==> src/hdl/bptc_queue.sv <==
// ----------------------------------------------------------------------------
// bptc_queue
// Small first-in first-out queue between the front and the back.
// ----------------------------------------------------------------------------
module bptc_queue #(
    parameter int DEPTH = 2,
    parameter int WIDTH = 56
) (
    input  logic             i_clk,
    input  logic             i_rst_n,
    input  logic             i_push,
    input  logic [WIDTH-1:0] i_data,
    input  logic             i_pop,
    output logic             o_ready,
    output logic             o_vld,
    output logic [WIDTH-1:0] o_data
);

    localparam int PW = (DEPTH > 1) ? $clog2(DEPTH) : 1;
    localparam int CW = $clog2(DEPTH + 1);

    logic [WIDTH-1:0] r_mem [DEPTH];
    logic [PW-1:0]    r_wr_ptr;
    logic [PW-1:0]    r_rd_ptr;
    logic [CW-1:0]    r_count;
    logic [PW-1:0]    n_wr_ptr;
    logic [PW-1:0]    n_rd_ptr;
    logic [CW-1:0]    n_count;
    logic             w_pop;

    assign o_vld   = (r_count != '0);
    assign w_pop   = i_pop & o_vld;
    assign o_ready = (r_count != CW'(DEPTH)) | w_pop;
    assign o_data  = r_mem[r_rd_ptr];

    always_comb begin
        n_wr_ptr = r_wr_ptr;
        n_rd_ptr = r_rd_ptr;
        n_count  = r_count;
        if (i_push) begin
            n_wr_ptr = (r_wr_ptr == PW'(DEPTH - 1)) ? '0 : r_wr_ptr + 1'b1;
        end
        if (w_pop) begin
            n_rd_ptr = (r_rd_ptr == PW'(DEPTH - 1)) ? '0 : r_rd_ptr + 1'b1;
        end
        if (i_push && !w_pop) begin
            n_count = r_count + 1'b1;
        end else if (!i_push && w_pop) begin
            n_count = r_count - 1'b1;
        end
    end

    always_ff @(posedge i_clk) begin
        if (!i_rst_n) begin
            r_wr_ptr <= '0;
            r_rd_ptr <= '0;
            r_count  <= '0;
        end else begin
            r_wr_ptr <= n_wr_ptr;
            r_rd_ptr <= n_rd_ptr;
            r_count  <= n_count;
        end
    end

    always_ff @(posedge i_clk) begin
        if (i_push) begin
            r_mem[r_wr_ptr] <= i_data;
        end
    end

    no_overflow: assert property (@(posedge i_clk) disable iff (!i_rst_n)
        i_push |-> o_ready)
        else $error("push into full queue");

    count_in_range: assert property (@(posedge i_clk) disable iff (!i_rst_n)
        r_count <= CW'(DEPTH))
        else $error("queue count out of range");

endmodule

==> config.mk <==
export PLATFORM = sky130hd
export DESIGN_NAME = bptc_queue
export DESIGN_NICKNAME = d
export VERILOG_FILES = /design/src/hdl/bptc_queue.sv
export SDC_FILE = /design/constraint.sdc
export NUM_CORES = 1
export LEC_CHECK = 0
export BUFFER_PORTS_ARGS = -buffer_cell sky130_fd_sc_hd__buf_2
export CORE_UTILIZATION = 51
export DETAILED_ROUTE_END_ITERATION = 10
export GPL_ROUTABILITY_DRIVEN = 0
export MAX_ROUTING_LAYER = met4
export PLACE_DENSITY = 0.87
export SYNTH_ARGS = -nofsm -noshare
export SYNTH_HDL_FRONTEND = slang
export SYNTH_SLANG_ARGS = --single-unit
==> constraint.sdc <==
create_clock -name i_clk -period 5.4 [get_ports i_clk]
set_input_delay 1.08 -clock i_clk [delete_from_list [all_inputs] [get_ports i_clk]]
set_output_delay 1.08 -clock i_clk [all_outputs]
set_load 0.01 [all_outputs]
==> metrics.md <==
| Metric | Value |
|---|---|
| Root Driver | clkbuf_8 |
| Worst R2R End | r_mem[0][3]$_DFFE_PP_ |
| Core Area | 7890 um2 |
| Seq/Total Area, Yosys | 81.4% |
| Global-route wire length before repair | 10700 um |
| Static Leak | 0.00211 uW |
| Pre-Repair DR Iteration Count | 4 |
| Post_cts resized | 0 |
| Final min period | 3.07 ns |
| Inst Count DP | 413 |
| Detailed Place HPWL | 4590 um |
| Global router's overall resource usage | 18.1% |
| PwrDens | 489 nW/um2 |
| YS warnings | 0 |
| Unrepaired setup endpoints after global routing | no |
| Sequential Power Share | 39.6% |
| Die Ht | 93.3 um |
| R2R Setup Slk | 3.58 ns |
| TNS Setup | 0 ns |
| Crit path kind | flip-flop to output port |
| Hold buffers post-CTS | 0 |
| Via density | 4.99 |
| Maxcap violations | 0 |
| Worst-Margin Slew | 0.752 ns |
| Fill count | 506 |
| Final Cell Area | 5580 um2 |
| Unique masters post-synth | 18 |
| Total grt overflow | 0 |
| Worst R2R Start | r_wr_ptr$_SDFFE_PN0P_ |
| Final std cells w/o fill | 446 |
| Postcts setup bufs | 0 |
| Vias in the first global route | 2258 |
| Via count | 2225 |
| Syn Inst Count | 197 |
| Area growth syn-to-layout | 31.1% |
| IO Port Bufs | 117 |
| DR WL/cell | 16.4 um |
| Clk_lat worst skew | 0.50 ns |
| Slack of the critical path | 2.33 ns |
| Synthesized flop and latch total | 117 |
| Int Pwr | 2070 uW |
| Num CTS Buffers | 17 |
| Post-route ant nets | 0 |
| Peak VDD IR | 275 uV |
| CP startpoint kind | flip-flop |
| Worst Hold Class | flip-flop to flip-flop |
| Largest net degree at the start of global routing | 57 |
| Max FO, Critical Path | 56 |
| Clock Sinks | 117 |
| Final Hold Viols | 0 |
| Status | finished clean |
| Final wirelength | 7330 um |
| Worst slew margin | 49.8% |
| CP Capture Type | output port |
| Max Slew Vio Count | 0 |
| CTS tree | yes |
| Comb pwr share | 18.6% |
| # setup viols final | 0 |
| Nets | 391 |
| DR iter-0 viols | 70 |
| Initial Util | 53.9% |
| Clock slew at the register clock pins of the worst setup and hold paths | 0.05 ns |
| CP Data Arrival Time | 1.99 ns |
| Die ar. | 8710 um2 |
| Syn_nets | 258 |
| Die Wd | 93.3 um |
| Layout cells sized above 1 | 61.5% |
| Final worst-path cycle share | 56.9% |
| Pre-CTS WS | 2.65 ns |
| Initial antenna violation count | 1 |
| Row cnt | 32 |
| R2R depth | 2 |
| Avg Inst Size Synth | 21.6 um2 |
| CTS Buffer Depth | 2 |
| Final worst clock skew | 0.00427 ns |
| Mapped Area | 4260 um2 |
| Worst hold margin | 0.523 ns |
| Psw | 659 uW |
| IO Count | 118 |
| Switch share | 24.1% |
| Fmax | 326 MHz |
| Placement Cell Area | 4960 um2 |
| Worst endpoint required time | 4.32 ns |
| Clock power share | 41.7% |
| End of the critical path | o_data[24] |
| # H-tree levels | 4 |
| DRC viols | 0 |
through the flow:
step	utilization (%)	total power, uW
6_report	70.7	2730
5_1_grt	70.7	2830
2_1_floorplan	-	1440
4_1_cts	70.7	2760
3_3_place_gp	62.9	1600
3_5_place_dp	62.9	1610
worst max-delay path, cell delays in order, from the launching register on:
cell	delay [ns]
dfxtp_2	0.31
buf_4	0.53
mux2_2	0.42
buf_2	0.15
placed cells by master (no fill, tap or decap), types with 3 or more instances in the layout:
master | synthesis | routed
buf_2 | 2 | 117
inv_6 | 0 | 3
dfxtp_1 | 5 | 4
clkbuf_16 | 0 | 16
mux2_2 | 56 | 56
buf_4 | 4 | 3
bufinv_16 | 0 | 4
and2_1 | 4 | 3
clkinvlp_4 | 0 | 4
edfxtp_1 | 112 | 112
worst min path at each step:
stage	from	to	slack [ns]	cells past startpoint
2_1_floorplan	r_count[1]$_SDFFE_PN0P_	r_count[1]$_SDFFE_PN0P_	0.48	2
3_3_place_gp	r_count[1]$_SDFFE_PN0P_	r_count[1]$_SDFFE_PN0P_	0.49	2
3_5_place_dp	r_count[1]$_SDFFE_PN0P_	r_count[1]$_SDFFE_PN0P_	0.51	2
4_1_cts	r_count[1]$_SDFFE_PN0P_	r_count[1]$_SDFFE_PN0P_	0.52	2
5_1_grt	r_count[1]$_SDFFE_PN0P_	r_count[1]$_SDFFE_PN0P_	0.55	2
6_report	r_count[1]$_SDFFE_PN0P_	r_count[1]$_SDFFE_PN0P_	0.52	2
final cells by class:
cell class / count / area, um2 / area share (%)
Clock inverter: 14 / 199 / 3.57
Tap cell: 102 / 128 / 2.29
Antenna cell: 1 / 2.50 / 0.0448
Sequential cell: 117 / 3460 / 62.1
Timing Repair Buffer: 120 / 608 / 10.9
Clock buffer: 18 / 418 / 7.49
Multi-Input combinational cell: 74 / 761 / 13.6
cell families (layout without fill, tap and decap cells):
| logic type | after synthesis | after routing | share of synthesized area, % |
|---|---|---|---|
| xor+xnor | 3 | 3 | 0.618 |
| flops | 117 | 117 | 81.4 |
| fa+ha+maj | 1 | 1 | 0.294 |
| buf+inv | 6 | 152 | 0.941 |
| compound gates | 4 | 4 | 0.588 |
| other cells | 0 | 1 | 0 |
| mux | 56 | 56 | 14.8 |
| simple gates | 10 | 10 | 1.35 |
cells in the mapped netlist:
cell type  instances  share of area [%]
ha_1               1               0.29
buf_4              4               0.71
mux2_2            56                 15
nand2_1            1              0.088
nor2_1             1              0.088
nor2b_1            2               0.29
edfxtp_1         112                 79
o21ai_0            1               0.12
a21boi_1           1               0.18
xor2_1             1               0.21
xnor2_1            2               0.41
dfxtp_1            5                2.4
buf_2              2               0.24
or3_1              1               0.15
or2_2              1               0.15
o21a_1             1               0.18
o21ai_1            1               0.12
and2_1             4               0.59
per-layer routing:
| layer | track usage [%] | wire (um) | vias to the layer above |
|---|---|---|---|
| met5 | - | 0 | - |
| li1 | - | - | 1052 |
| met4 | 10.9 | 195 | 0 |
| met2 | 29.7 | 3780 | 91 |
| met1 | 19.4 | 2880 | 1065 |
| met3 | 5.53 | 483 | 17 |
power by group through the flow:
stage	combinational [uW]	sequential, uW	clock, uW
after CTS	519	1080	1160
after detailed placement	514	1100	0
after global placement	507	1100	0
after global routing	549	1090	1190
final	509	1080	1140
after floorplan	349	1100	0
flip-flops by register name, indices dropped and copies added, names as in the netlist, named ones only:
name      count
r_mem       112
r_rd_ptr      1
r_count       2
r_wr_ptr      1
Note: power is estimated with default switching activity, not from simulation.
