[src/hdl/bptc_pkg.sv]
// ----------------------------------------------------------------------------
// bptc_pkg
// Shared types, register codes and arithmetic helpers of the compensation core.
// ----------------------------------------------------------------------------
package bptc_pkg;

    typedef enum logic [1:0] {
        CFG_TEMP_TRIM = 2'd0,
        CFG_PRES_LOW  = 2'd1,
        CFG_PRES_MID  = 2'd2,
        CFG_PRES_HIGH = 2'd3
    } t_cfg_idx;

    typedef struct packed {
        logic [15:0] t1;
        logic [15:0] t2;
        logic [15:0] t3;
        logic [15:0] p1;
        logic [15:0] p2;
        logic [15:0] p3;
        logic [15:0] p4;
        logic [15:0] p5;
        logic [15:0] p6;
        logic [15:0] p7;
        logic [15:0] p8;
        logic [15:0] p9;
    } t_trim;

    typedef struct packed {
        logic [17:0] temp_a;
        logic [16:0] temp_b;
        logic [20:0] pres_d;
    } t_front_item;

    localparam int ITEM_W = $bits(t_front_item);
    localparam int SIDE_W = 25;

    // low 64 bits of a 64-bit pattern times a 17-bit signed coefficient
    function automatic logic [63:0] f_mul64s(input logic [63:0] a, input logic [16:0] c);
        logic signed [49:0] lo;
        logic [31:0]        hi;
        logic [31:0]        cx;
        cx = {{15{c[16]}}, c};
        lo = $signed({1'b0, a[31:0]}) * $signed(c);
        hi = a[63:32] * cx;
        return {{14{lo[49]}}, lo} + {hi, 32'd0};
    endfunction

endpackage

[src/hdl/bptc_front.sv]
// ----------------------------------------------------------------------------
// bptc_front
// Takes one reading pair, forms the trimmed temperature differences and the
// pressure offset, and hands the item to the queue.
// ----------------------------------------------------------------------------
module bptc_front import bptc_pkg::*; (
    input  logic        i_clk,
    input  logic        i_rst_n,
    input  logic        i_start,
    input  logic [19:0] i_raw_temperature,
    input  logic [19:0] i_raw_pressure,
    input  logic [15:0] i_t1,
    input  logic        i_q_ready,
    output logic        o_busy,
    output logic        o_push,
    output t_front_item o_item
);

    logic        r_vld;
    t_front_item r_item;
    t_front_item n_item;
    logic        w_accept;

    assign o_push   = r_vld & i_q_ready;
    assign o_busy   = r_vld & ~i_q_ready;
    assign w_accept = i_start & ~o_busy;
    assign o_item   = r_item;

    always_comb begin
        n_item.temp_a = {1'b0, i_raw_temperature[19:3]} - {1'b0, i_t1, 1'b0};
        n_item.temp_b = {1'b0, i_raw_temperature[19:4]} - {1'b0, i_t1};
        n_item.pres_d = 21'h100000 - {1'b0, i_raw_pressure};
    end

    always_ff @(posedge i_clk) begin
        if (!i_rst_n) begin
            r_vld <= 1'b0;
        end else if (w_accept) begin
            r_vld <= 1'b1;
        end else if (o_push) begin
            r_vld <= 1'b0;
        end
    end

    always_ff @(posedge i_clk) begin
        if (w_accept) begin
            r_item <= n_item;
        end
    end

    busy_holds_item: assert property (@(posedge i_clk) disable iff (!i_rst_n)
        o_busy |=> r_vld && $stable(r_item))
        else $error("front item lost while busy");

endmodule

[config.mk]
export PLATFORM = sky130hd
export DESIGN_NAME = bptc_front
export DESIGN_NICKNAME = d
export VERILOG_FILES = /design/src/hdl/bptc_pkg.sv /design/src/hdl/bptc_front.sv
export SDC_FILE = /design/constraint.sdc
export NUM_CORES = 1
export LEC_CHECK = 0
export ABC_AREA = 0
export BUFFER_PORTS_ARGS = -buffer_cell sky130_fd_sc_hd__clkbuf_2
export CORE_MARGIN = 10
export CORE_UTILIZATION = 50
export DETAILED_ROUTE_END_ITERATION = 16
export HOLD_SLACK_MARGIN = 0.1
export PLACE_DENSITY = 0.9
export SYNTH_ARGS = -nofsm -noshare
export SYNTH_HDL_FRONTEND = slang
export SYNTH_SLANG_ARGS = --single-unit
export TNS_END_PERCENT = 10
[constraint.sdc]
create_clock -name i_clk -period 6.54 [get_ports i_clk]
set_input_delay 0.981 -clock i_clk [delete_from_list [all_inputs] [get_ports i_clk]]
set_output_delay 0.981 -clock i_clk [all_outputs]
set_load 0.05 [all_outputs]
==> metrics.csv <==
stage,metric,value,unit
outcome,status,"finished, final reports clean",
finish,syn2layout_area_growth,23.96,%
clock_network,cts-root-buf,clkbuf_8,
global_routing,grt-ovfl-total,0,
power_and_ir_drop,p_clk_frac,0.195,
clock_network,htreeDepth,2,
routing,route.detailed.drc,0,
yosys,synth_cell_types,39,
sta,hold_viol,0,
routing,totalWireLength,5812,um
clock_network,ctsHoldBuffers,0,
setup_path,criticalPathCategory,primary input to primary output,
clock_network,clk_path_buf_depth,2,
global_routing,grt.busiest_layer,met2,
sta,slew_headroom,0.3248,
power_and_ir_drop,switching_share,0.3830,
clock_network,post-cts-setup-buffers,0,
floorplan,die_y,91.40,um
global_routing,use_met2,0.2476,
placed_design,dp_cells,403,
power_and_ir_drop,p_per_area,237.0,nW/um^2
sta,worst_slew_pin_slew,1.011,ns
floorplan,io_pins,118,
yosys,yosys.area.top_type_share,0.4595,
setup_path,cp.required,5.56,ns
placed_design,placed_cell_area,3079,um^2
setup_path,crit_arrival,1.70,ns
flow_run,maxCapViolCount,0,
placed_design,dp_slack,3.618,ns
finish,diodes,0,
power_and_ir_drop,p_seq_frac,0.432,
sta,setup_viol,0,
sta,fmax,373.6,MHz
yosys,synthArstFlopShare,0,
sta,finClkSkew,0.005938,ns
clock_network,cts_tree,built,
global_routing,antenna_found_initial,0,
yosys,yosysSeqAreaShare,0.4674,
yosys,synth-edff-count,39,
yosys,yosys.area.top_type,edfxtp_1,
yosys,netlist_instances,240,
sta,rsz0062_at_grt,no,
setup_path,cp-start-kind,primary input,
sta,period_share,0.4092,
yosys,avgSynthCellArea,10.62,um^2
clock_network,insertion_delay,0.28,ns
routing,routedWlPerCell,14.14,um
placed_design,gp_congestion,0.8740,
finish,drive_gt1_frac,0.3663,
min_path,worst_hold_path_type,flop to flop,
floorplan,die_w,91.40,um
finish,design_area,3159,um^2
power_and_ir_drop,vdd_ir_drop_max,0.0001105,V
yosys,ys_top_cells_by_area,"edfxtp_1, ha_1, xnor2_1, buf_4, inv_1",
sta,setup-tns-final,0,ns
floorplan,initial_core_util,0.5291,
sta,worst_slack,3.864,ns
yosys,syn_area,2549,um^2
placed_design,hpwlAfterDp,5038,um
power_and_ir_drop,combPwrFrac,0.373,
setup_path,cp-end-kind,primary output,
global_routing,grt_pass1_wl,9639,um
global_routing,grtUsageMet1,0.1402,
routing,drtIter0Drc,46,
sta,finalWorstPathRequiredPeriod,2.676,ns
global_routing,grtUsageTotal,0.1377,
clock_network,cts_sinks,40,
routing,antenna_left,0,
finish,fin_nets,421,
power_and_ir_drop,p_leak,1.445,nW
floorplan,dieArea,8353,um^2
floorplan,placementRows,25,
power_and_ir_drop,power,0.7489,mW
power_and_ir_drop,internal_power,0.4620,mW
finish,utilization,0.6558,
routing,post_drt_via_cell_ratio,4.922,
global_routing,grt_pass1_vias,2087,
power_and_ir_drop,switchingPower,0.2868,mW
setup_path,path_max_fanout,3,
placed_design,port_buffers,114,
clock_network,numCtsBuffers,5,
clock_network,cts_resized,0,
yosys,synth_ff_type,edfxtp_1,
finish,final_cells,411,
routing,firstDrtPassIters,4,
floorplan,coreArea,4817,um^2
routing,via_count,2023,
global_routing,grt_max_degree,40,
yosys,syn-num-nets,318,
yosys,ys_ff_latch,40,
global_routing,use_met3,0.05432,
yosys,synth_warnings,0,
sta,holdWs,0.6899,ns
clock_network,clk_pin_slew,0.06,ns
sta,drv_slew,0,
==> power groups by stage <==
stage	Clock (mW)	Sequential, mW	Combinational (mW)
2_1_floorplan	0	0.405	0.146
3_3_place_gp	0	0.328	0.276
3_5_place_dp	0	0.330	0.281
4_1_cts	0.150	0.324	0.281
5_1_grt	0.160	0.326	0.300
6_report	0.146	0.323	0.280
==> critical path, stage by stage <==
cell	delay (ns)
clkbuf_2	0.08
nor2b_1	0.28
clkbuf_2	0.35
==> final timing paths <==
| kind | startpoint | end | slack [ns] | cells after the start |
|---|---|---|---|---|
| setup / recovery | i_q_ready | o_busy | 3.86 | 3 |
| hold / removal | r_vld | r_vld | 0.69 | 2 |
| hold reg to reg | r_vld | r_vld | 0.69 | 2 |
| setup reg to reg | r_vld | o_item[3] | 4.88 | 2 |
==> layout by cell type (no fill, tap or decap), types with 2 or more instances in the layout <==
| cell | count |
|---|---|
| nor4_1 | 5 |
| nor2_1 | 18 |
| ha_1 | 17 |
| o21a_1 | 4 |
| nor2b_1 | 5 |
| xor2_1 | 8 |
| inv_1 | 22 |
| or4_4 | 2 |
| xnor2_1 | 22 |
| nand3b_1 | 2 |
| nand3_1 | 6 |
| o211ai_1 | 3 |
| nor3_1 | 5 |
| clkbuf_8 | 5 |
| clkbuf_1 | 2 |
| and3_1 | 2 |
| a211oi_1 | 2 |
| a21oi_1 | 16 |
| nand2_1 | 16 |
| edfxtp_1 | 39 |
| clkbuf_2 | 114 |
| nand2b_1 | 4 |
| o21ai_0 | 6 |
==> sequential cells by signal, summed over array words and instances (netlist names) <==
name and flops:
r_vld 1, o_item 39
==> cell usage after synthesis, drive strengths merged (2+ instances only) <==
cell,instances
edfxtp,39
inv,22
xnor2,22
nor2,18
buf,17
ha,17
nand2,17
a21oi,16
xor2,8
o21ai,7
nand3,6
nor2b,6
nor3,6
nor4,6
nand2b,4
o21a,4
o211ai,3
or4,3
a211oi,2
and3,2
nand3b,2
==> kinds of logic after synthesis <==
group	count (synthesis)	synth area share
buffers and inverters	40	0.08394
adder cells (fa/ha/maj)	18	0.09131
AND/OR/NAND/NOR	73	0.1610
AO/OA/AOI/OAI	39	0.09328
flip-flops	40	0.4674
XOR/XNOR	30	0.1031
==> area by class of cell <==
type                       count  area [um^2]
fill                         388         1658
sequential                    40         1191
multi-input combinational    160         1151
timing repair buffer         114        570.5
tap                           67        83.83
inverter                      22        82.58
clock buffer                   7        76.32
clock inverter                 1        3.754
==> routing by layer <==
layer | wire length (um) | vias up
li1 | - | 1034
met1 | 2221 | 898
met2 | 2989 | 82
met3 | 502 | 9
met4 | 98 | 0
met5 | 0 | -
No activity file was read; power rests on OpenSTA's default activity.
